==> src/hw/rtl/b64sd_pkg.sv <==
// Shared types, constants and the character table of the base64 stream decoder.
// Used by every module of the decoder; depends on nothing.
package b64sd_pkg;

  localparam int unsigned QDEPTH = 4;
  localparam int unsigned QPTR_W = $clog2(QDEPTH);
  localparam int unsigned QCNT_W = $clog2(QDEPTH + 1);

  localparam logic [7:0] PAD_CHAR = 8'h3D;  // '='

  // One run of decoded bytes caused by a single character.
  typedef struct packed {
    logic [2:0][7:0] bytes;     // bytes[0] goes out first
    logic [1:0]      byte_cnt;  // 1 to 3
    logic            eos;       // the character closed the string
  } run_t;

  // Map a character to its 6-bit value; unknown bytes and '=' give 0.
  function automatic logic [5:0] sextet_of(input logic [7:0] c);
    logic [5:0] v;
    v = 6'd0;
    if (c >= 8'h41 && c <= 8'h5A) begin
      v = 6'(c - 8'h41);
    end else if (c >= 8'h61 && c <= 8'h7A) begin
      v = 6'(c - 8'h61 + 8'd26);
    end else if (c >= 8'h30 && c <= 8'h39) begin
      v = 6'(c - 8'h30 + 8'd52);
    end else if (c == 8'h2B || c == 8'h2D || c == 8'h2E) begin
      v = 6'd62;
    end else if (c == 8'h2F || c == 8'h5F || c == 8'h2C) begin
      v = 6'd63;
    end
    return v;
  endfunction

endpackage

==> src/hw/rtl/b64sd_front.sv <==
// Front end: accepts characters, tracks the group and builds byte runs.
// Depends on b64sd_pkg.
module b64sd_front (
  input  logic              clk,
  input  logic              rst_n,
  input  logic              accept,
  input  logic [7:0]        char_code,
  input  logic              is_last,
  output logic              push,
  output b64sd_pkg::run_t   push_run
);

  logic [17:0] group_bits_r, group_bits_nxt;
  logic [1:0]  group_pos_r, group_pos_nxt;
  logic        prev_pad_r, prev_pad_nxt;

  logic [5:0]  v;
  logic        is_pad;
  logic [23:0] word;
  logic [5:0]  b_val, d_val;

  assign v      = b64sd_pkg::sextet_of(char_code);
  assign is_pad = (char_code == b64sd_pkg::PAD_CHAR);
  assign word   = {group_bits_r, v};
  assign b_val  = group_bits_r[11:6];
  assign d_val  = group_bits_r[5:0];

  always_comb begin
    push_run.bytes    = '0;
    push_run.byte_cnt = 2'd1;
    push_run.eos      = is_last;
    push              = 1'b0;
    if (group_pos_r == 2'd3) begin
      push              = accept;
      push_run.bytes[0] = word[23:16];
      push_run.bytes[1] = word[15:8];
      push_run.bytes[2] = word[7:0];
      if (is_last && is_pad) begin
        push_run.byte_cnt = prev_pad_r ? 2'd1 : 2'd2;
      end else begin
        push_run.byte_cnt = 2'd3;
      end
    end else if (is_last) begin
      push = accept;
      unique case (group_pos_r)
        2'd0: push_run.bytes[0] = {v, 2'b00};
        2'd1: push_run.bytes[0] = {d_val, v[5:4]};
        default: begin
          push_run.bytes[0] = {b_val, d_val[5:4]};
          push_run.bytes[1] = {d_val[3:0], v[5:2]};
          push_run.byte_cnt = 2'd2;
        end
      endcase
    end
  end

  always_comb begin
    group_bits_nxt = group_bits_r;
    group_pos_nxt  = group_pos_r;
    prev_pad_nxt   = prev_pad_r;
    if (accept) begin
      priority if (is_last) begin
        group_bits_nxt = '0;
        group_pos_nxt  = 2'd0;
        prev_pad_nxt   = 1'b0;
      end else if (group_pos_r == 2'd3) begin
        group_bits_nxt = '0;
        group_pos_nxt  = 2'd0;
        prev_pad_nxt   = is_pad;
      end else begin
        group_bits_nxt = {group_bits_r[11:0], v};
        group_pos_nxt  = group_pos_r + 2'd1;
        prev_pad_nxt   = is_pad;
      end
    end
  end

  always_ff @(posedge clk) begin
    if (!rst_n) begin
      group_bits_r <= '0;
      group_pos_r  <= 2'd0;
      prev_pad_r   <= 1'b0;
    end else begin
      group_bits_r <= group_bits_nxt;
      group_pos_r  <= group_pos_nxt;
      prev_pad_r   <= prev_pad_nxt;
    end
  end

endmodule

==> src/hw/rtl/b64sd_queue.sv <==
// Short run queue between the front and back ends of the decoder.
// Depends on b64sd_pkg.
module b64sd_queue (
  input  logic              clk,
  input  logic              rst_n,
  input  logic              push,
  input  b64sd_pkg::run_t   push_run,
  input  logic              pop,
  output logic              full,
  output logic              empty,
  output b64sd_pkg::run_t   head_run
);

  b64sd_pkg::run_t slots_r [b64sd_pkg::QDEPTH];

  logic [b64sd_pkg::QPTR_W-1:0] wr_ptr_r, wr_ptr_nxt;
  logic [b64sd_pkg::QPTR_W-1:0] rd_ptr_r, rd_ptr_nxt;
  logic [b64sd_pkg::QCNT_W-1:0] count_r, count_nxt;
  logic                          do_push, do_pop;

  assign full     = (count_r == b64sd_pkg::QCNT_W'(b64sd_pkg::QDEPTH));
  assign empty    = (count_r == '0);
  assign head_run = slots_r[rd_ptr_r];
  assign do_push  = push && !full;
  assign do_pop   = pop && !empty;

  always_comb begin
    wr_ptr_nxt = do_push ? wr_ptr_r + 1'b1 : wr_ptr_r;
    rd_ptr_nxt = do_pop ? rd_ptr_r + 1'b1 : rd_ptr_r;
    count_nxt  = count_r;
    if (do_push && !do_pop) begin
      count_nxt = count_r + 1'b1;
    end else if (do_pop && !do_push) begin
      count_nxt = count_r - 1'b1;
    end
  end

  always_ff @(posedge clk) begin
    if (do_push) begin
      slots_r[wr_ptr_r] <= push_run;
    end
  end

  always_ff @(posedge clk) begin
    if (!rst_n) begin
      wr_ptr_r <= '0;
      rd_ptr_r <= '0;
      count_r  <= '0;
    end else begin
      wr_ptr_r <= wr_ptr_nxt;
      rd_ptr_r <= rd_ptr_nxt;
      count_r  <= count_nxt;
    end
  end

endmodule

==> src/hw/rtl/b64sd_back.sv <==
// Back end: sends queued byte runs one byte a cycle while out_stall is low.
// Depends on b64sd_pkg.
module b64sd_back (
  input  logic              clk,
  input  logic              rst_n,
  input  logic              q_empty,
  input  b64sd_pkg::run_t   head_run,
  output logic              pop,
  input  logic              out_stall,
  output logic              out_valid,
  output logic [7:0]        out_data_byte,
  output logic              out_last_of_run,
  output logic              out_end_of_stream
);

  b64sd_pkg::run_t run_r, run_nxt;
  logic            run_valid_r, run_valid_nxt;
  logic [1:0]      idx_r, idx_nxt;
  logic            fire, at_end, run_done;

  assign at_end   = (idx_r == run_r.byte_cnt - 2'd1);
  assign fire     = run_valid_r && !out_stall;
  assign run_done = fire && at_end;
  assign pop      = (!run_valid_r || run_done) && !q_empty;

  assign out_valid         = run_valid_r;
  assign out_last_of_run   = at_end;
  assign out_end_of_stream = at_end && run_r.eos;

  always_comb begin
    unique case (idx_r)
      2'd0:    out_data_byte = run_r.bytes[0];
      2'd1:    out_data_byte = run_r.bytes[1];
      default: out_data_byte = run_r.bytes[2];
    endcase
  end

  always_comb begin
    run_nxt       = run_r;
    run_valid_nxt = run_valid_r;
    idx_nxt       = idx_r;
    priority if (pop) begin
      run_nxt       = head_run;
      run_valid_nxt = 1'b1;
      idx_nxt       = 2'd0;
    end else if (run_done) begin
      run_valid_nxt = 1'b0;
      idx_nxt       = 2'd0;
    end else if (fire) begin
      idx_nxt = idx_r + 2'd1;
    end
  end

  always_ff @(posedge clk) begin
    run_r <= run_nxt;
  end

  always_ff @(posedge clk) begin
    if (!rst_n) begin
      run_valid_r <= 1'b0;
      idx_r       <= 2'd0;
    end else begin
      run_valid_r <= run_valid_nxt;
      idx_r       <= idx_nxt;
    end
  end

endmodule

==> src/hw/rtl/base64_stream_decoder_top.sv <==
// Streaming base64 decoder, one character per cycle in while in_stall is low, one byte
// per cycle out while out_stall is low. A run built from an accepted character goes
// into the run queue, then the back end's run register; a four-character group without
// padding gives three bytes; the input stalls only while the four-entry queue is full.
// Reset: synchronous, active low; clears the group state, queue and output.
// Depends on b64sd_pkg, b64sd_front, b64sd_queue and b64sd_back.
module base64_stream_decoder_top (
  input  logic       clk,
  input  logic       rst_n,
  input  logic       in_valid,
  output logic       in_stall,
  input  logic [7:0] in_char_code,
  input  logic       in_is_last,
  output logic       out_valid,
  input  logic       out_stall,
  output logic [7:0] out_data_byte,
  output logic       out_last_of_run,
  output logic       out_end_of_stream
);

  b64sd_pkg::run_t push_run, head_run;
  logic            push, pop, q_full, q_empty, accept;

  assign in_stall = q_full;
  assign accept   = in_valid && !q_full;

  b64sd_front u_front (
    .clk       (clk),
    .rst_n     (rst_n),
    .accept    (accept),
    .char_code (in_char_code),
    .is_last   (in_is_last),
    .push      (push),
    .push_run  (push_run)
  );

  b64sd_queue u_queue (
    .clk      (clk),
    .rst_n    (rst_n),
    .push     (push),
    .push_run (push_run),
    .pop      (pop),
    .full     (q_full),
    .empty    (q_empty),
    .head_run (head_run)
  );

  b64sd_back u_back (
    .clk               (clk),
    .rst_n             (rst_n),
    .q_empty           (q_empty),
    .head_run          (head_run),
    .pop               (pop),
    .out_stall         (out_stall),
    .out_valid         (out_valid),
    .out_data_byte     (out_data_byte),
    .out_last_of_run   (out_last_of_run),
    .out_end_of_stream (out_end_of_stream)
  );

endmodule

==> config.mk <==
export PLATFORM = sky130hd
export DESIGN_NAME = base64_stream_decoder_top
export DESIGN_NICKNAME = d
export VERILOG_FILES = /design/src/hw/rtl/b64sd_pkg.sv /design/src/hw/rtl/b64sd_front.sv /design/src/hw/rtl/b64sd_queue.sv /design/src/hw/rtl/b64sd_back.sv /design/src/hw/rtl/base64_stream_decoder_top.sv
export SDC_FILE = /design/constraint.sdc
export NUM_CORES = 1
export LEC_CHECK = 0
export BUFFER_PORTS_ARGS = -buffer_cell sky130_fd_sc_hd__buf_2
export CAP_MARGIN = 20
export CORE_AREA = 2 2 128 93
export CTS_CLUSTER_SIZE = 24
export DETAILED_ROUTE_END_ITERATION = 6
export DIE_AREA = 0 0 130 95
export HOLD_SLACK_MARGIN = 0.03
export MAX_ROUTING_LAYER = met4
export PLACE_DENSITY = 0.87
export SLEW_MARGIN = 20
export SYNTH_ARGS = -nofsm -noshare
export SYNTH_HDL_FRONTEND = slang
export SYNTH_SLANG_ARGS = --single-unit
export TNS_END_PERCENT = 1
==> constraint.sdc <==
create_clock -name clk -period 4.06 [get_ports clk]
set_clock_uncertainty 0.1 [all_clocks]
set_input_delay 0.812 -clock clk [delete_from_list [all_inputs] [get_ports clk]]
set_output_delay 0.812 -clock clk [all_outputs]
set_load 0.02 [all_outputs]
-- Word level (Yosys, flattened, before mapping)
Memory sizes are Yosys's and may differ from the RTL's. A register that Yosys moved wholly into a read port is not among the register bits.
Cells that the tools add are included.
- reduce and logical (&&, ||, !) cells: 31
- multiplexer cells: 27
- bitwise operators: 1
- add/sub/neg operators: 12
- eq/ne operators: 12
- magnitude comparators: 6
- operators with widths (operator ; count):
    two-way mux 18 bit ; 4
    == test 8 x 6 -> 1 bit, second input constant ; 6
    one-hot mux 8 bit (2 select lines) ; 2
    two-way mux 6 bit ; 5
    greater-or-equal comparator 8 x 7 -> 1 bit, second input constant ; 2
    less-or-equal comparator 8 x 7 -> 1 bit, second input constant ; 2
    two-way mux 8 bit ; 2
    logical AND 1 bit ; 13
    subtractor 6 bit, second input constant ; 2
    two-way mux 2 bit ; 5
    adder 2 x 1 -> 2 bit, second input constant ; 4
    == test 8 x 7 -> 1 bit, second input constant ; 1
    greater-or-equal comparator 8 x 6 -> 1 bit, second input constant ; 1
    less-or-equal comparator 8 x 6 -> 1 bit, second input constant ; 1
    two-way mux 1 bit ; 7
    adder 6 x 5 -> 6 bit, second input constant ; 1
    adder 6 bit, second input constant ; 1
    zero test 1 bit ; 6
    two-way mux 3 bit ; 2
    subtractor 6 x 1 -> 6 bit, second input constant ; 1
    logical OR 1 bit ; 5
    == test 2 x 1 -> 1 bit, second input constant ; 2
    zero test 2 bit ; 2
    nonzero test 2 bit ; 2
    other kinds (10) ; 10
- register bits: 31
- RAM bits: 108
- input port bits: 13
- memories kept: 1
- logic and storage cells: 98
- output and inout bits: 12
- memory list (name ; depth ; width ; rd ports ; clocked after Yosys merged registers in ; write ports ; line ; text):
    u_queue.slots_r ; 4 ; 27 ; 1 ; 1 ; 1 ; b64sd_queue.sv:14 ; b64sd_pkg::run_t slots_r [b64sd_pkg::QDEPTH];

-- Depth between registers and ports, before layout
- depth after elaboration: 11
- depth in mapped cells: 10
- depth with buffers taken out: 10

-- Cells and area by module
Synthesis repeated with hierarchy kept, for this count alone.
- cell total of the unflattened synthesis: 536
- area total of the unflattened synthesis: 7524.7 µm²
- by module, submodules not included (module ; seq. area each (µm²) ; area each (µm²) ; times used ; cells each):
    b64sd_queue ; 3423.3 ; 4400.5 ; 1 ; 189
    b64sd_front ; 420.4 ; 1940.6 ; 1 ; 266
    b64sd_back ; 870.8 ; 1169.9 ; 1 ; 80
    base64_stream_decoder_top ; 0.0 ; 13.8 ; 1 ; 1

-- Worst setup path after synthesis
OpenSTA, ideal clock, no wires.
- path type: input -> register
- from: input port in_char_code[3]
- to: memory u_queue.slots_r[0][7] (netlist bit), data pin
- required time: 3.683 ns
- setup slack: 1.275 ns
- path buffers: 1
- library setup time: 0.277 ns
- stages: 9
- arrival: 2.408 ns
- cells stage by stage: buf_2 -> inv_1 -> ha_1 -> inv_1 -> o211a_2 -> a211o_1 -> or3_1 -> o221ai_2 -> o221ai_2
- RTL lines (element ; line ; text):
    from (decl) ; base64_stream_decoder_top.sv:12 ; input logic [7:0] in_char_code,
    to (decl) ; b64sd_queue.sv:14 ;

-- Worst setup path in the final report
- from: register u_back.idx_r[0]
- to: output port out_data_byte[2]
- longest elaborated chain between the ends: 2
- elaborated cells on any way between the ends: 3
- classes of those cells: eq/ne: 1; mux: 1; reduce/logical: 1
- ends and longest elaborated chain (element ; line ; text):
    from (decl) ; b64sd_back.sv:18 ; logic [1:0] idx_r, idx_nxt;
    from (signal assigned) ; b64sd_back.sv:64 ; idx_r <= idx_nxt;
    == test 2 x 1 -> 1 bit or zero test 2 bit (tied branches) ; b64sd_back.sv:31 ; unique case (idx_r)
    one-hot mux 8 bit (2 select lines) * ; b64sd_back.sv:31 ;
    to (decl) ; base64_stream_decoder_top.sv:16 ; output logic [7:0] out_data_byte,
Mark *: on every way between the ends. The rest lies on a longest branch, timed or not.

==> out/qor.log <==
INFO  run_status     run_status=finished, final reports clean
INFO  sta            hold_viol_final=0
INFO  synth          synth.area.top_cells=sky130_fd_sc_hd__edfxtp_1 56%, sky130_fd_sc_hd__dfxtp_1 8.6%, sky130_fd_sc_hd__mux4_2 8.4%
INFO  setup_path     r2r_setup_slack=1.30ns
INFO  route          detail_route.drc_violations=0
INFO  synth          most_common_cell_in_the_synthesized_netlist=sky130_fd_sc_hd__edfxtp_1
INFO  sta            whs=0.4389ns
INFO  sta            postLayoutSetupSlackWorst=0.9857ns
INFO  setup_path     worst-r2r-cell-count=10
INFO  sta            tightestPinTransition=0.9814ns
INFO  global_route   grt_antenna_before_repair=0
INFO  route          drtIter0Drc=421
INFO  floorplan      io_pins=25
INFO  floorplan      die_w=130um
INFO  floorplan      die-area=0.01235mm^2
INFO  sta            finalMaxSlewViolations=0
INFO  clock_tree     cts_tree=done
INFO  route          routed_via_density=6.250
INFO  clock_tree     clock_tree.buffer_depth=2
INFO  sta            timing.final.crit_share=75.72%
INFO  setup_path     worst-path-max-fanout=9
INFO  synth          synth-main-ff-cell=sky130_fd_sc_hd__edfxtp_1
INFO  setup_path     arrival=2.16ns
INFO  placed_design  detailedPlace.worstSlack=0.7881ns
INFO  global_route   largest_net_degree_at_the_start_of_global_routing=32
INFO  floorplan      chipHeight=95um
INFO  sta            slew_headroom=34.17%
INFO  synth          postSynthCellCount=493
INFO  clock_tree     cts-root-buf=sky130_fd_sc_hd__clkbuf_16
INFO  setup_path     timing.critical_path.from_type=flop
INFO  synth          netlist.top_cell.by_area=sky130_fd_sc_hd__edfxtp_1
INFO  clock_tree     cts_inserted_buffers=17
INFO  placed_design  detailedPlacementHpwl=9561um
INFO  global_route   grt_pass1_wl=23,660um
INFO  global_route   grt_usage=27.83%
INFO  placed_design  place.gp.congestion=0.8948
INFO  min_path       whs_path_depth=2
INFO  finish         num_antenna_cells=0
INFO  synth          synth-edff-count=135
INFO  setup_path     cp_common_cell=sky130_fd_sc_hd__nand2_1
INFO  floorplan      initial_utilization=63.89%
INFO  clock_tree     hold_buf_cts=0
INFO  flow_run       maxCapViolations=0
INFO  synth          synthesized_flop_and_latch_total=166
INFO  setup_path     worstSetupEndpointType=output pin
INFO  synth          netlist.area_leader.share=56.29%
INFO  route          total_wirelength_of_the_detailed_routed_design=15,260um
INFO  power          vdd.ir_drop.worst=0.3631mV
INFO  sta            grt_setup_unrepaired=false
INFO  synth          post_synth_num_cell_types=54
INFO  global_route   grt_remaining_overflow=0
INFO  route          routedWlPerCell=22.05um
INFO  min_path       hold_path.class=flop to flop
INFO  route          detailroute.via_count=4,325
INFO  route          route.antenna.remaining_nets=0
INFO  clock_tree     clkSinkCount=166
INFO  clock_tree     postcts_resize_cnt=0
INFO  setup_path     crit-reg2reg-capture=u_queue.count_r[2]
INFO  setup_path     critical-path-top-delay-family=simple AND/OR/NAND/NOR gates
INFO  setup_path     timing.critical_path.slowest_stage_cell=sky130_fd_sc_hd__nor2_1
INFO  floorplan      rows=33
INFO  placed_design  port_buffers=24
INFO  synth          async_flop_share=0%
INFO  synth          synthesis.area=0.007202mm^2
INFO  finish         areaGrowthSynthToFinish=12.06%
INFO  setup_path     timing.rr.start=u_back.run_r[2]
INFO  power          static-leakage-power=2.802nW
INFO  synth          ys_top_cells_by_count=135 x sky130_fd_sc_hd__edfxtp_1, 38 x sky130_fd_sc_hd__nand2_1, 31 x sky130_fd_sc_hd__dfxtp_1, 27 x sky130_fd_sc_hd__mux4_2, 25 x sky130_fd_sc_hd__a22oi_1
INFO  sta            totalNegativeSetupSlack=0ns
INFO  synth          synth-seq-area-share=64.91%
INFO  floorplan      core_region_area=0.01127mm^2
INFO  sta            setup_viol=0
INFO  sta            max_freq=0.3253GHz
INFO  clock_tree     cts-htree-levels=4
INFO  setup_path     critical_path_required=3.15ns
INFO  synth          synthesis.nets=527
INFO  setup_path     critical_path.max_stage_delay=0.50ns
INFO  setup_path     worstPathBufferInverterCount=2
INFO  clock_tree     post-cts-setup-buffers=0
INFO  finish         final_nets=556
INFO  setup_path     crit_type=flop to output pin
INFO  clock_tree     clk_pin_slew=0.07ns
INFO  synth          yosysWarnings=0
INFO  sta            period_needed=3.074ns
INFO  route          drt_pre_antenna_iters=5
INFO  finish         layout.core_utilization=71.60%
INFO  finish         drive_gt1_share=19.25%
INFO  synth          synth.avg_cell_area=14.61um^2
INFO  power          p_per_area=595.0mW/mm^2
INFO  setup_path     path_cells=inv_1 > ha_1 > nor2_1 > nand2_1 > nand2_1 > buf_2
INFO  clock_tree     clk_latency=0.43ns
INFO  min_path       hold-path-endpoint=u_front.prev_pad_r
INFO  min_path       worst_hold_startpoint=u_front.prev_pad_r
INFO  global_route   grt_pass1_vias=4,173
## flip-flops by register name, indices dropped and copies added, names as in the netlist
name	count
u_back.out_valid	1
u_queue.rd_ptr_r	2
u_front.prev_pad_r	1
u_back.idx_r	2
u_queue.count_r	3
u_back.run_r	27
u_queue.wr_ptr_r	2
u_queue.slots_r	108
u_front.group_bits_r	18
u_front.group_pos_r	2
## kinds of logic after synthesis
logic type               synth area share [%]
flip-flops                              64.91
adder cells (fa/ha/maj)                 3.753
multiplexers                            9.156
AND/OR/NAND/NOR                         9.069
AO/OA/AOI/OAI                           9.486
XOR/XNOR                                1.216
buffers and inverters                   2.415
## per-stage QoR
step | area, um^2 | total power, mW | cells
finish | 8070 | 4.802 | 692
global route | 8070 | 5.003 | 692
CTS | 8068 | 4.819 | 692
detailed placement | 7485 | 3.237 | 660
global placement | 7485 | 3.172 | 660
floorplan | 7202 | 2.932 | 493
## cell type report
class,count,area [um^2]
Fill cell,696,3202
Multi-Input combinational cell,284,2354
Tap cell,157,196.4
Sequential cell,166,4678
Clock buffer,17,425.4
Clock inverter,15,157.7
Timing Repair Buffer,32,180.2
Inverter,21,78.83
## worst min-delay path, cell delays in order, from the launching register on
cell and delay [ns]:
sky130_fd_sc_hd__dfxtp_1 0.32, sky130_fd_sc_hd__a21oi_1 0.12, sky130_fd_sc_hd__nor2b_1 0.05
## how the worst max path moves through the flow
stage / start / end / slack, ns / cells after the start
after detailed placement: in_char_code[0] / u_queue.slots_r[1][4] / 0.79 / 8
final: u_back.idx_r[0] / out_data_byte[2] / 0.99 / 6
after floorplan: in_char_code[3] / u_queue.slots_r[0][7] / 1.27 / 9
after global routing: u_back.idx_r[0] / out_data_byte[2] / 0.81 / 6
after CTS: u_back.idx_r[0] / out_data_byte[2] / 0.97 / 6
after global placement: in_char_code[0] / u_queue.slots_r[0][10] / 0.92 / 9
## per-layer routing
metal  global-route usage [%]  vias up  wire, um
met5                        -        -         0
met4                    9.140        0       291
met3                    7.422       30      1233
met2                    42.36      206      7389
met1                    37.00     2143      6344
li1                         -     1946         -
## power by group
| part | internal [mW] | leakage, nW | switching [mW] |
|---|---|---|---|
| registers | 2.13 | 1.55 | 0.161 |
| clock network | 0.870 | 0.286 | 0.705 |
| logic | 0.377 | 0.967 | 0.555 |
| total | 3.38 | 2.80 | 1.42 |
## placed cells by master, fill, tap and decap left out, drive strengths merged, types with 7 or more instances in the layout
cell / Yosys / final
edfxtp: 135 / 135
nand2: 38 / 38
buf: 10 / 32
dfxtp: 31 / 31
inv: 21 / 29
mux4: 27 / 27
a22oi: 25 / 25
o21ai: 23 / 23
nor2b: 22 / 22
ha: 20 / 20
clkbuf: 12 / 17
nor2: 17 / 17
a21oi: 14 / 14
and2: 12 / 12
nor3b: 9 / 9
xnor2: 9 / 9
nand3: 7 / 7
No activity file was read; power rests on OpenSTA's default activity.
